### config.mk
export PLATFORM = sky130hd
export DESIGN_NAME = packet_crc_field_verify_core
export DESIGN_NICKNAME = d
export VERILOG_FILES = /design/src/hw/rtl/pcfv_pkg.sv /design/src/hw/rtl/pcfv_apb_regs.sv /design/src/hw/rtl/pcfv_check.sv /design/src/hw/rtl/packet_crc_field_verify_core.sv
export SDC_FILE = /design/constraint.sdc
export NUM_CORES = 1
export LEC_CHECK = 0
export ABC_AREA = 1
export BUFFER_PORTS_ARGS = -buffer_cell sky130_fd_sc_hd__buf_4
export CAP_MARGIN = 20
export CORE_MARGIN = 8
export CORE_UTILIZATION = 41
export CTS_CLUSTER_SIZE = 14
export DETAILED_ROUTE_END_ITERATION = 16
export HOLD_SLACK_MARGIN = 0.15
export SYNTH_ARGS = -nofsm -noshare
export SYNTH_HDL_FRONTEND = slang
export SYNTH_SLANG_ARGS = --single-unit
### constraint.sdc
create_clock -name aclk -period 9 [get_ports aclk]
set_clock_uncertainty 0.2 [all_clocks]
set_input_delay 1.35 -clock aclk [delete_from_list [all_inputs] [get_ports aclk]]
set_output_delay 1.35 -clock aclk [all_outputs]
set_load 0.02 [all_outputs]
### src/hw/rtl/pcfv_pkg.sv
// shared types, constants and the byte-wide crc step for the packet crc field checker
package pcfv_pkg;

    localparam logic [31:0] CRC_POLY    = 32'h04C1_1DB7;
    localparam logic [31:0] CRC_INIT    = 32'hFFFF_FFFF;
    localparam logic [7:0]  FIELD_BYTES = 8'd4;

    // register indexes on the configuration port
    localparam logic [1:0] REG_FIELD_OFFSET  = 2'd0;
    localparam logic [1:0] REG_FIELD_SIZE    = 2'd1;
    localparam logic [1:0] REG_HEADER_LENGTH = 2'd2;

    // check status codes
    localparam logic [1:0] STATUS_MATCH    = 2'd0;
    localparam logic [1:0] STATUS_MISMATCH = 2'd1;
    localparam logic [1:0] STATUS_BAD_SIZE = 2'd2;
    localparam logic [1:0] STATUS_OUTSIDE  = 2'd3;

    typedef struct packed {
        logic [7:0] data_byte;
        logic       last_byte;
    } pcfv_in_t;

    typedef struct packed {
        logic [31:0] computed_crc;
        logic [31:0] stored_crc;
        logic [1:0]  check_status;
        logic        crc_match;
    } pcfv_out_t;

    typedef struct packed {
        logic [15:0] field_offset;
        logic [7:0]  field_size;
        logic [15:0] header_length;
    } pcfv_cfg_t;

    // one byte through the msb-first crc, no reflection
    function automatic logic [31:0] crc_byte(input logic [31:0] crc_in,
                                             input logic [7:0]  data);
        logic [31:0] crc;
        crc = crc_in ^ {data, 24'd0};
        for (int i = 0; i < 8; i++) begin
            if (crc[31]) begin
                crc = {crc[30:0], 1'b0} ^ CRC_POLY;
            end else begin
                crc = {crc[30:0], 1'b0};
            end
        end
        return crc;
    endfunction

endpackage

### src/hw/rtl/pcfv_apb_regs.sv
// apb configuration registers for field offset, field size and header length
module pcfv_apb_regs
    import pcfv_pkg::*;
(
    input  logic        aclk,
    input  logic        aresetn,
    input  logic        psel,
    input  logic        penable,
    input  logic        pwrite,
    input  logic [3:0]  paddr,
    input  logic [31:0] pwdata,
    output logic [31:0] prdata,
    output logic        pready,
    output pcfv_cfg_t   cfg
);

    pcfv_cfg_t   cfg_reg;
    logic [1:0]  reg_index;
    logic        wr_en;

    assign reg_index = paddr[3:2];
    assign wr_en     = psel && penable && pwrite;
    assign pready    = 1'b1;
    assign cfg       = cfg_reg;

    // register writes
    always_ff @(posedge aclk) begin
        if (!aresetn) begin
            cfg_reg.field_offset  <= 16'd0;
            cfg_reg.field_size    <= FIELD_BYTES;
            cfg_reg.header_length <= 16'd0;
        end else if (wr_en) begin
            unique case (reg_index)
                REG_FIELD_OFFSET:  cfg_reg.field_offset  <= pwdata[15:0];
                REG_FIELD_SIZE:    cfg_reg.field_size    <= pwdata[7:0];
                REG_HEADER_LENGTH: cfg_reg.header_length <= pwdata[15:0];
                default: ;
            endcase
        end
    end

    // register reads
    always_comb begin
        unique case (reg_index)
            REG_FIELD_OFFSET:  prdata = {16'd0, cfg_reg.field_offset};
            REG_FIELD_SIZE:    prdata = {24'd0, cfg_reg.field_size};
            REG_HEADER_LENGTH: prdata = {16'd0, cfg_reg.header_length};
            default:           prdata = 32'd0;
        endcase
    end

endmodule

### src/hw/rtl/pcfv_check.sv
// per-packet state: running crc, byte position, captured field, and the end-of-packet verdict
module pcfv_check
    import pcfv_pkg::*;
#(
    parameter int POSITION_BITS = 16
) (
    input  logic      aclk,
    input  logic      aresetn,
    input  pcfv_cfg_t cfg,
    input  logic      step,
    input  pcfv_in_t  item,
    output pcfv_out_t result
);

    localparam int CMP_W = ((POSITION_BITS > 16) ? POSITION_BITS : 16) + 1;

    logic [31:0]              crc_reg, crc_next;
    logic [POSITION_BITS-1:0] pos_reg, pos_next;
    logic [31:0]              field_reg, field_next;

    logic [CMP_W-1:0] pos_ext, off_ext, hdr_ext, win_end, off_plus4, off_plus3, rel;
    logic             size_ok, in_header, in_window;
    logic [1:0]       byte_idx;
    logic [31:0]      crc_upd;

    // window and header tests on the current byte position
    always_comb begin
        pos_ext   = CMP_W'(pos_reg);
        off_ext   = CMP_W'(cfg.field_offset);
        hdr_ext   = CMP_W'(cfg.header_length);
        size_ok   = (cfg.field_size == FIELD_BYTES);
        win_end   = off_ext + CMP_W'(size_ok ? FIELD_BYTES : cfg.field_size);
        in_header = pos_ext < hdr_ext;
        in_window = (pos_ext >= off_ext) && (pos_ext < win_end);
        rel       = pos_ext - off_ext;
        byte_idx  = rel[1:0];
        off_plus4 = off_ext + CMP_W'(FIELD_BYTES);
        off_plus3 = off_ext + CMP_W'(FIELD_BYTES - 8'd1);
    end

    // crc update: field bytes in the header go in as zero, or are skipped on a bad size
    always_comb begin
        if (in_window && in_header) begin
            crc_upd = size_ok ? crc_byte(crc_reg, 8'd0) : crc_reg;
        end else begin
            crc_upd = crc_byte(crc_reg, item.data_byte);
        end
    end

    // little-endian capture of the field bytes
    always_comb begin
        field_next = field_reg;
        if (size_ok && in_window) begin
            unique case (byte_idx)
                2'd0: field_next[7:0]   = item.data_byte;
                2'd1: field_next[15:8]  = item.data_byte;
                2'd2: field_next[23:16] = item.data_byte;
                2'd3: field_next[31:24] = item.data_byte;
                default: ;
            endcase
        end
    end

    // saturating position count
    assign pos_next = (&pos_reg) ? pos_reg : pos_reg + POSITION_BITS'(1);
    assign crc_next = crc_upd;

    // verdict on the last byte
    always_comb begin
        result.computed_crc = crc_upd;
        result.stored_crc   = 32'd0;
        priority if (!size_ok) begin
            result.check_status = STATUS_BAD_SIZE;
        end else if ((off_plus4 > hdr_ext) || (pos_ext < off_plus3)) begin
            result.check_status = STATUS_OUTSIDE;
        end else begin
            result.stored_crc   = field_next;
            result.check_status = (field_next == crc_upd) ? STATUS_MATCH : STATUS_MISMATCH;
        end
        result.crc_match = (result.check_status == STATUS_MATCH);
    end

    // packet state, cleared after the last byte
    always_ff @(posedge aclk) begin
        if (!aresetn) begin
            crc_reg   <= CRC_INIT;
            pos_reg   <= '0;
            field_reg <= 32'd0;
        end else if (step) begin
            if (item.last_byte) begin
                crc_reg   <= CRC_INIT;
                pos_reg   <= '0;
                field_reg <= 32'd0;
            end else begin
                crc_reg   <= crc_next;
                pos_reg   <= pos_next;
                field_reg <= field_next;
            end
        end
    end

endmodule

### src/hw/rtl/packet_crc_field_verify_core.sv
// top level of the packet crc field checker: input register, check logic, result register
//
// channel   direction  ports                        transaction
// s_        in         s_valid s_ready s_data       one packet byte with its last flag
// m_        out        m_valid m_ready m_data       one verdict per packet, on the last byte
// apb       in/out     psel penable pwrite paddr..  register access
//
// one byte per cycle sustained while no held verdict stalls a last byte; the one-byte crc step
// between the input register and the state/result registers sets that figure
// a verdict is registered in the result register and shown on m_ from there
// reset (aresetn low, synchronous) empties both registers and starts a fresh packet
// a held verdict stalls input only when the next byte waiting is also a last byte
module packet_crc_field_verify_core
    import pcfv_pkg::*;
#(
    parameter int POSITION_BITS = 16
) (
    input  logic        aclk,
    input  logic        aresetn,
    input  logic        s_valid,
    output logic        s_ready,
    input  pcfv_in_t    s_data,
    output logic        m_valid,
    input  logic        m_ready,
    output pcfv_out_t   m_data,
    input  logic        psel,
    input  logic        penable,
    input  logic        pwrite,
    input  logic [3:0]  paddr,
    input  logic [31:0] pwdata,
    output logic [31:0] prdata,
    output logic        pready
);

    pcfv_cfg_t cfg;
    pcfv_in_t  in_reg;
    logic      in_valid_reg;
    pcfv_out_t out_reg;
    logic      out_valid_reg;
    pcfv_out_t result;
    logic      advance;

    pcfv_apb_regs u_regs (
        .aclk    (aclk),
        .aresetn (aresetn),
        .psel    (psel),
        .penable (penable),
        .pwrite  (pwrite),
        .paddr   (paddr),
        .pwdata  (pwdata),
        .prdata  (prdata),
        .pready  (pready),
        .cfg     (cfg)
    );

    pcfv_check #(
        .POSITION_BITS (POSITION_BITS)
    ) u_check (
        .aclk    (aclk),
        .aresetn (aresetn),
        .cfg     (cfg),
        .step    (advance),
        .item    (in_reg),
        .result  (result)
    );

    // the held byte moves on unless it needs the result register and that is full
    assign advance = in_valid_reg && (!in_reg.last_byte || !out_valid_reg || m_ready);
    assign s_ready = !in_valid_reg || advance;
    assign m_valid = out_valid_reg;
    assign m_data  = out_reg;

    // input register
    always_ff @(posedge aclk) begin
        if (!aresetn) begin
            in_valid_reg <= 1'b0;
        end else if (s_valid && s_ready) begin
            in_valid_reg <= 1'b1;
        end else if (advance) begin
            in_valid_reg <= 1'b0;
        end
    end

    always_ff @(posedge aclk) begin
        if (s_valid && s_ready) begin
            in_reg <= s_data;
        end
    end

    // result register
    always_ff @(posedge aclk) begin
        if (!aresetn) begin
            out_valid_reg <= 1'b0;
        end else if (advance && in_reg.last_byte) begin
            out_valid_reg <= 1'b1;
        end else if (m_ready) begin
            out_valid_reg <= 1'b0;
        end
    end

    always_ff @(posedge aclk) begin
        if (advance && in_reg.last_byte) begin
            out_reg <= result;
        end
    end

    // a last byte that moves on always leaves a verdict behind
    assert property (@(posedge aclk) disable iff (!aresetn)
        advance && in_reg.last_byte |=> m_valid)
        else $error("last byte left no verdict");

    // match flag agrees with the status code
    assert property (@(posedge aclk) disable iff (!aresetn)
        m_valid |-> (m_data.crc_match == (m_data.check_status == STATUS_MATCH)))
        else $error("match flag disagrees with status");

    // no stored value is reported when the field is unusable
    assert property (@(posedge aclk) disable iff (!aresetn)
        m_valid && (m_data.check_status == STATUS_BAD_SIZE ||
                    m_data.check_status == STATUS_OUTSIDE) |-> m_data.stored_crc == 32'd0)
        else $error("stored value reported for unusable field");

    // an empty input register always takes a byte
    assert property (@(posedge aclk) disable iff (!aresetn)
        !in_valid_reg |-> s_ready)
        else $error("empty input register refused a byte");

endmodule

==> results of run 1 <==
-- final timing paths --
path / end / slack (ns) / cells after the start
setup / recovery: m_data[1] / 3.21 / 28
hold / removal: u_check.field_reg[30] / 0.27 / 2
setup reg to reg: m_data[1] / 3.21 / 28
hold reg to reg: u_check.field_reg[30] / 0.27 / 2
-- power by group --
| part | switching (W) | internal, W | total, W |
|---|---|---|---|
| Clock | 0.000395 | 0.000391 | 0.000786 |
| Combinational | 0.000843 | 0.000377 | 0.00122 |
| Sequential | 0.0000516 | 0.000997 | 0.00105 |
| Total | 0.00129 | 0.00177 | 0.00306 |
-- cell usage in the layout, fill, tap and decap left out, drive strengths merged, types with 9 or more instances in the layout --
master,count
nand3,38
nand4,34
clkbuf,18
nor2,153
conb,17
xnor2,49
a211oi,9
o21ai,209
ha,89
dfxtp,122
a21oi,153
inv,238
edfxtp,76
nor3,20
buf,130
xor2,125
nand2,533
-- metal layers --
metal,global-route usage [%],up-vias
li1,-,6592
met1,24.7,6061
met2,37.8,374
met3,3.33,99
met4,10.0,0
met5,0,-
-- synthesized netlist by cell type (3+ instances only) --
master      n  share of area, %
xor2_2      7              0.79
nand3_1    36               1.2
nor4_1      3              0.13
clkinv_1    3             0.078
inv_2      13              0.34
o22ai_1     8              0.35
a21oi_1   150               5.2
nor3_1     19              0.66
nand2_2     9              0.39
buf_2      22              0.76
xnor2_4     4              0.76
nand2_1   520                13
nand2_4     3              0.23
buf_6       4              0.31
o221ai_1    7              0.42
mux2i_1     8              0.55
inv_1     220               5.7
buf_4      24               1.2
o21ai_0   165               5.7
dfxtp_1   122                17
nor2_1    151               3.9
xor2_1    117               7.1
or2_2       3              0.13
o21a_1      4              0.21
a211oi_1    9              0.47
clkbuf_1   51               1.3
nand4_1    32               1.4
edfxtp_1   76                16
o211ai_1    3              0.16
xnor2_1    43               2.6
o21ai_1    44               1.5
ha_1       89               7.7
-- worst min-delay path: stages (launching register included) --
cell	delay [ns]
dfxtp_1	0.31
nand2_1	0.06
a21oi_1	0.05
-- stage by stage --
stage,util [%],std cells,total power (W),area (um^2),worst slack [ns]
floorplan,-,2020,0.00192,14500,4.90
global placement,44.2,2507,0.00227,15500,3.35
detailed placement,44.3,2508,0.00228,15600,3.34
CTS,45.9,2539,0.00306,16100,3.28
global route,45.9,2539,0.00323,16100,2.64
finish,45.9,2539,0.00306,16100,3.21
-- final cells by class --
cell class              count  area (um^2)  share of cell area, %
multi-input cells        1483         8390                   52.0
flip-flops and latches    198         4720                   29.3
repair buffers            130          980                   6.07
inverters                 236          886                   5.49
well taps                 461          577                   3.58
clock buffers              18          429                   2.66
clock inverters            13          145                  0.900
-- kinds of logic (layout without fill, tap and decap cells) --
kind of cell | after synthesis | after routing
simple gates | 794 | 794
compound gates | 399 | 399
buf+inv | 339 | 397
flops | 198 | 198
xor+xnor | 174 | 174
fa+ha+maj | 91 | 91
mux | 8 | 8
other cells | 2 | 17
==> impl_metrics.env, run 1 <==
export IMPL_grt_pass1_wl_mm=69.1
export IMPL_drt_pass1_iterations=5
export IMPL_ant_nets=0
export IMPL_drive_above_1_share_pct=10.4
export IMPL_yosysSeqAreaShare_pct=32.6
export IMPL_area_delta_synth_final_pct=11.4
export IMPL_report_final_slew_viol_count=0
export IMPL_critical_path_top_cell_by_count="nand2_1"
export IMPL_wl_met2_mm=22.2
export IMPL_grt_overflow=0
export IMPL_numCtsBuffers=17
export IMPL_path_buf_inv=1
export IMPL_start_kind="flip-flop"
export IMPL_largest_reg_flops=67
export IMPL_synth_area_per_cell_um2=7.22
export IMPL_clockBufferDepth=2
export IMPL_synth_compound_area_share_pct=14.6
export IMPL_arrival_ns=5.77
export IMPL_synth_top_family_by_area="simple AND/OR/NAND/NOR gates"
export IMPL_syn_inst=2005
export IMPL_grt_pass1_vias=12499
export IMPL_finalSetupViolCount=0
export IMPL_die_width_um=204
export IMPL_synth_simple_area_share_pct=22.8
export IMPL_fmax_mhz=173
export IMPL_fill_cells=3525
export IMPL_rsz0062_at_grt="no"
export IMPL_drtIter0Drc=819
export IMPL_synth_xor_area_share_pct=11.6
export IMPL_wire_per_inst_um=17.6
export IMPL_grt_util_all_layers_pct=21.3
export IMPL_worstSetupPathType="reg -> reg"
export IMPL_powerDensity_mw_per_mm2=189
export IMPL_wl_met1_mm=18.6
export IMPL_relSlewSlack_pct=33.8
export IMPL_drc=0
export IMPL_ys_warn_count=0
export IMPL_whs_ns=0.268
export IMPL_cts_tree="yes"
export IMPL_critPathMaxFanout=52
export IMPL_synth_distinct_cells=55
export IMPL_route_met3_wl_mm=2.08
export IMPL_synth_seq_cells=198
export IMPL_coreArea_mm2=0.0351
export IMPL_synth_area_mm2=0.0145
export IMPL_die_height_um=204
export IMPL_cpPeakStageDelay_ns=0.53
export IMPL_vdd_drop_max_mv=0.164
export IMPL_reg2reg_from="u_regs.cfg[26]"
export IMPL_endpoint_kind="flip-flop"
export IMPL_root_buffer="clkbuf_16"
export IMPL_status="completed"
export IMPL_grt_start_max_net_pins=97
export IMPL_portBuffers=118
export IMPL_period_minus_slack_ns=5.79
export IMPL_rows=69
export IMPL_synthAdderAreaFrac_pct=7.97
export IMPL_finalWeightedCongestion=0.918
export IMPL_postCtsHoldBufs=0
export IMPL_cts_resized=0
export IMPL_worst_pin_slew_ns=0.994
export IMPL_startpoint="u_regs.cfg[26]"
export IMPL_nNetsFinal=2209
export IMPL_clk_pin_slew_ns=0.08
export IMPL_crit_family="simple AND/OR/NAND/NOR gates"
export IMPL_drt_total_wl_mm=44.7
export IMPL_hold_violations=0
export IMPL_antenna_found_initial=1
export IMPL_htree_num_levels=4
export IMPL_clock_sinks=198
export IMPL_drv_cap=0
export IMPL_muxShareOfSynthArea_pct=0.553
export IMPL_worstHoldPathType="reg -> reg"
export IMPL_top_layer="met4"
export IMPL_floorplan_die_area_mm2=0.0416
export IMPL_ios=154
export IMPL_place_hpwl_mm=33.6
export IMPL_cp_slowest_cell="nand4_4"
export IMPL_required_ns=8.98
export IMPL_synth_edff_count=76
export IMPL_hold_start="u_check.field_reg[30]"
export IMPL_post_cts_buffers=0
export IMPL_synth_flop_cell="dfxtp_1"
export IMPL_diodes=0
export IMPL_fin_crit_sh_pct=64.3
export IMPL_synth_async_sr_flop_share_pct=0
export IMPL_viasPerCell=5.17
export IMPL_fin_setup_tns_ns=0
export IMPL_initial_core_util_pct=41.2
export IMPL_p_leak_nw=7.41
export IMPL_via_count=13126
export IMPL_insertion_delay_ns=0.47
No activity file was read; power rests on OpenSTA's default activity.
==> run 2, diff against run 1 <==
==> constraint.sdc (replaced) <==
create_clock -name aclk -period 5.9 [get_ports aclk]
set_clock_uncertainty 0.2 [all_clocks]
set_input_delay 0.885 -clock aclk [delete_from_list [all_inputs] [get_ports aclk]]
set_output_delay 0.885 -clock aclk [all_outputs]
set_load 0.02 [all_outputs]
==> run 2 against run 1 <==
Worst hold slack improved by 0.0069 ns. Wire length up 2.2%. Clock-buffer cell count unchanged. Critical endpoint unchanged. Highest routed layer unchanged.
==> impl_metrics.env, run 2 (synthesized netlist as in run 1, its figures left out) <==
export IMPL_critical_path_top_cell_by_count="nand2_1"
export IMPL_fin_util_pct=46.3
export IMPL_drc=0
export IMPL_grt_util_all_layers_pct=21.9
export IMPL_via_count=13296
export IMPL_rows=69
export IMPL_largest_reg_flops=67
export IMPL_viasPerCell=5.21
export IMPL_insertion_delay_ns=0.48
export IMPL_grt_pass1_vias=12626
export IMPL_finalSetupViolCount=0
export IMPL_fin_setup_tns_ns=0
export IMPL_grtUsageMet3_pct=3.76
export IMPL_powerDensity_mw_per_mm2=294
export IMPL_drt_total_wl_mm=45.7
export IMPL_htree_num_levels=4
export IMPL_diodes=0
export IMPL_area_delta_synth_final_pct=12.5
export IMPL_drv_cap=0
export IMPL_root_buffer="clkbuf_16"
export IMPL_endpoint_kind="flip-flop"
export IMPL_place_hpwl_mm=35.3
export IMPL_coreArea_mm2=0.0351
export IMPL_post_cts_buffers=0
export IMPL_period_minus_slack_ns=5.38
export IMPL_start_kind="flip-flop"
export IMPL_portBuffers=118
export IMPL_drtIter0Drc=743
export IMPL_cts_resized=0
export IMPL_grt_start_max_net_pins=58
export IMPL_p_leak_nw=7.50
export IMPL_report_final_slew_viol_count=0
export IMPL_numCtsBuffers=17
export IMPL_floorplan_die_area_mm2=0.0416
export IMPL_final_common_cell="nand2_1"
export IMPL_hold_end="u_check.field_reg[30]"
export IMPL_hold_violations=0
export IMPL_wire_per_inst_um=17.9
export IMPL_timing_rr_end="m_data[1]"
export IMPL_fin_crit_sh_pct=91.2
export IMPL_arrival_ns=5.38
export IMPL_initial_core_util_pct=41.2
export IMPL_relSlewSlack_pct=30.0
export IMPL_fill_cells=3549
export IMPL_ant_nets=0
export IMPL_nNetsFinal=2223
export IMPL_required_ns=5.90
export IMPL_cp_slowest_cell="dfxtp_1"
export IMPL_globalRouteMet2Util_pct=38.1
export IMPL_drt_pass1_iterations=5
export IMPL_drive_above_1_share_pct=11.1
export IMPL_grt_pass1_wl_mm=71.1
export IMPL_r2r_slack_ns=0.52
export IMPL_worstHoldPathType="reg -> reg"
export IMPL_hold_depth=2
export IMPL_worstSetupPathType="reg -> reg"
export IMPL_clockBufferDepth=2
export IMPL_ios=154
export IMPL_postCtsHoldBufs=0
export IMPL_use_met1_pct=26.1
export IMPL_cpPeakStageDelay_ns=0.36
export IMPL_cts_tree="yes"
export IMPL_worst_pin_slew_ns=1.05
export IMPL_reg2reg_from="u_regs.cfg[26]"
export IMPL_status="completed"
export IMPL_r2r_cells=31
export IMPL_grt_overflow=0
export IMPL_die_height_um=204
export IMPL_finalWeightedCongestion=0.915
export IMPL_clk_pin_slew_ns=0.09
export IMPL_critPathMaxFanout=30
export IMPL_clock_sinks=198
export IMPL_fmax_mhz=186
export IMPL_top_usage_layer="met2"
export IMPL_rsz0062_at_grt="no"
export IMPL_antenna_found_initial=0
export IMPL_hold_start="u_check.field_reg[30]"
export IMPL_vdd_drop_max_mv=0.223
export IMPL_die_width_um=204
export IMPL_mostFrequentLayoutCells="520 x nand2_1, 218 x inv_1, 165 x o21ai_0"
[run 2: layer usage]
metal | up-vias | share of wire [%]
met4 | 0 | 4.2
met5 | - | 0
li1 | 6623 | -
met2 | 394 | 49
met1 | 6185 | 41
met3 | 94 | 5.7
[run 2: critical path, delay by kind of cell, from the launching register on]
family / cells / cell delay (ns)
AO/OA/AOI/OAI: 7 / 1.09
XOR/XNOR: 1 / 0.15
adder cells (fa/ha/maj): 2 / 0.66
buffers and inverters: 4 / 0.74
flip-flops: 1 / 0.36
AND/OR/NAND/NOR: 17 / 1.89
[run 2: area by class of cell]
cell class | count | area, um^2 | area share [%]
Timing Repair Buffer | 144 | 1110 | 6.84
Tap cell | 461 | 577 | 3.54
Clock inverter | 14 | 160 | 0.984
Clock buffer | 18 | 429 | 2.64
Multi-Input combinational cell | 1483 | 8390 | 51.5
Inverter | 236 | 886 | 5.44
Sequential cell | 198 | 4720 | 29.0
[run 2: stage by stage]
step	total power, W	setup WS (ns)	instance area (um^2)	cells	hold slack (ns)
5_1_grt	0.00504	0.0142	16300	2554	0.286
3_3_place_gp	0.00354	0.614	15700	2520	0.251
6_report	0.00478	0.517	16300	2554	0.274
4_1_cts	0.00478	0.524	16300	2553	0.272
2_1_floorplan	0.00292	1.80	14500	2020	0.239
3_5_place_dp	0.00356	0.558	15700	2521	0.259
[run 2: worst max path at each step]
stage | from | endpoint | slack (ns) | cells after the start
floorplan | u_regs.cfg[18] | m_data[1] | 1.80 | 30
global placement | u_regs.cfg[26] | m_data[1] | 0.61 | 31
detailed placement | u_regs.cfg[26] | m_data[1] | 0.56 | 31
CTS | u_regs.cfg[26] | m_data[1] | 0.52 | 29
global route | u_regs.cfg[26] | m_data[1] | 0.01 | 31
finish | u_regs.cfg[26] | m_data[1] | 0.52 | 31
[run 2: where the power goes]
| part | leakage [nW] | internal, W | switching, W | total (W) |
|---|---|---|---|---|
| registers | 1.69 | 0.00152 | 0.0000808 | 0.00160 |
| clock network | 0.285 | 0.000606 | 0.000622 | 0.00123 |
| logic | 5.52 | 0.000618 | 0.00133 | 0.00195 |
| total | 7.50 | 0.00275 | 0.00203 | 0.00478 |
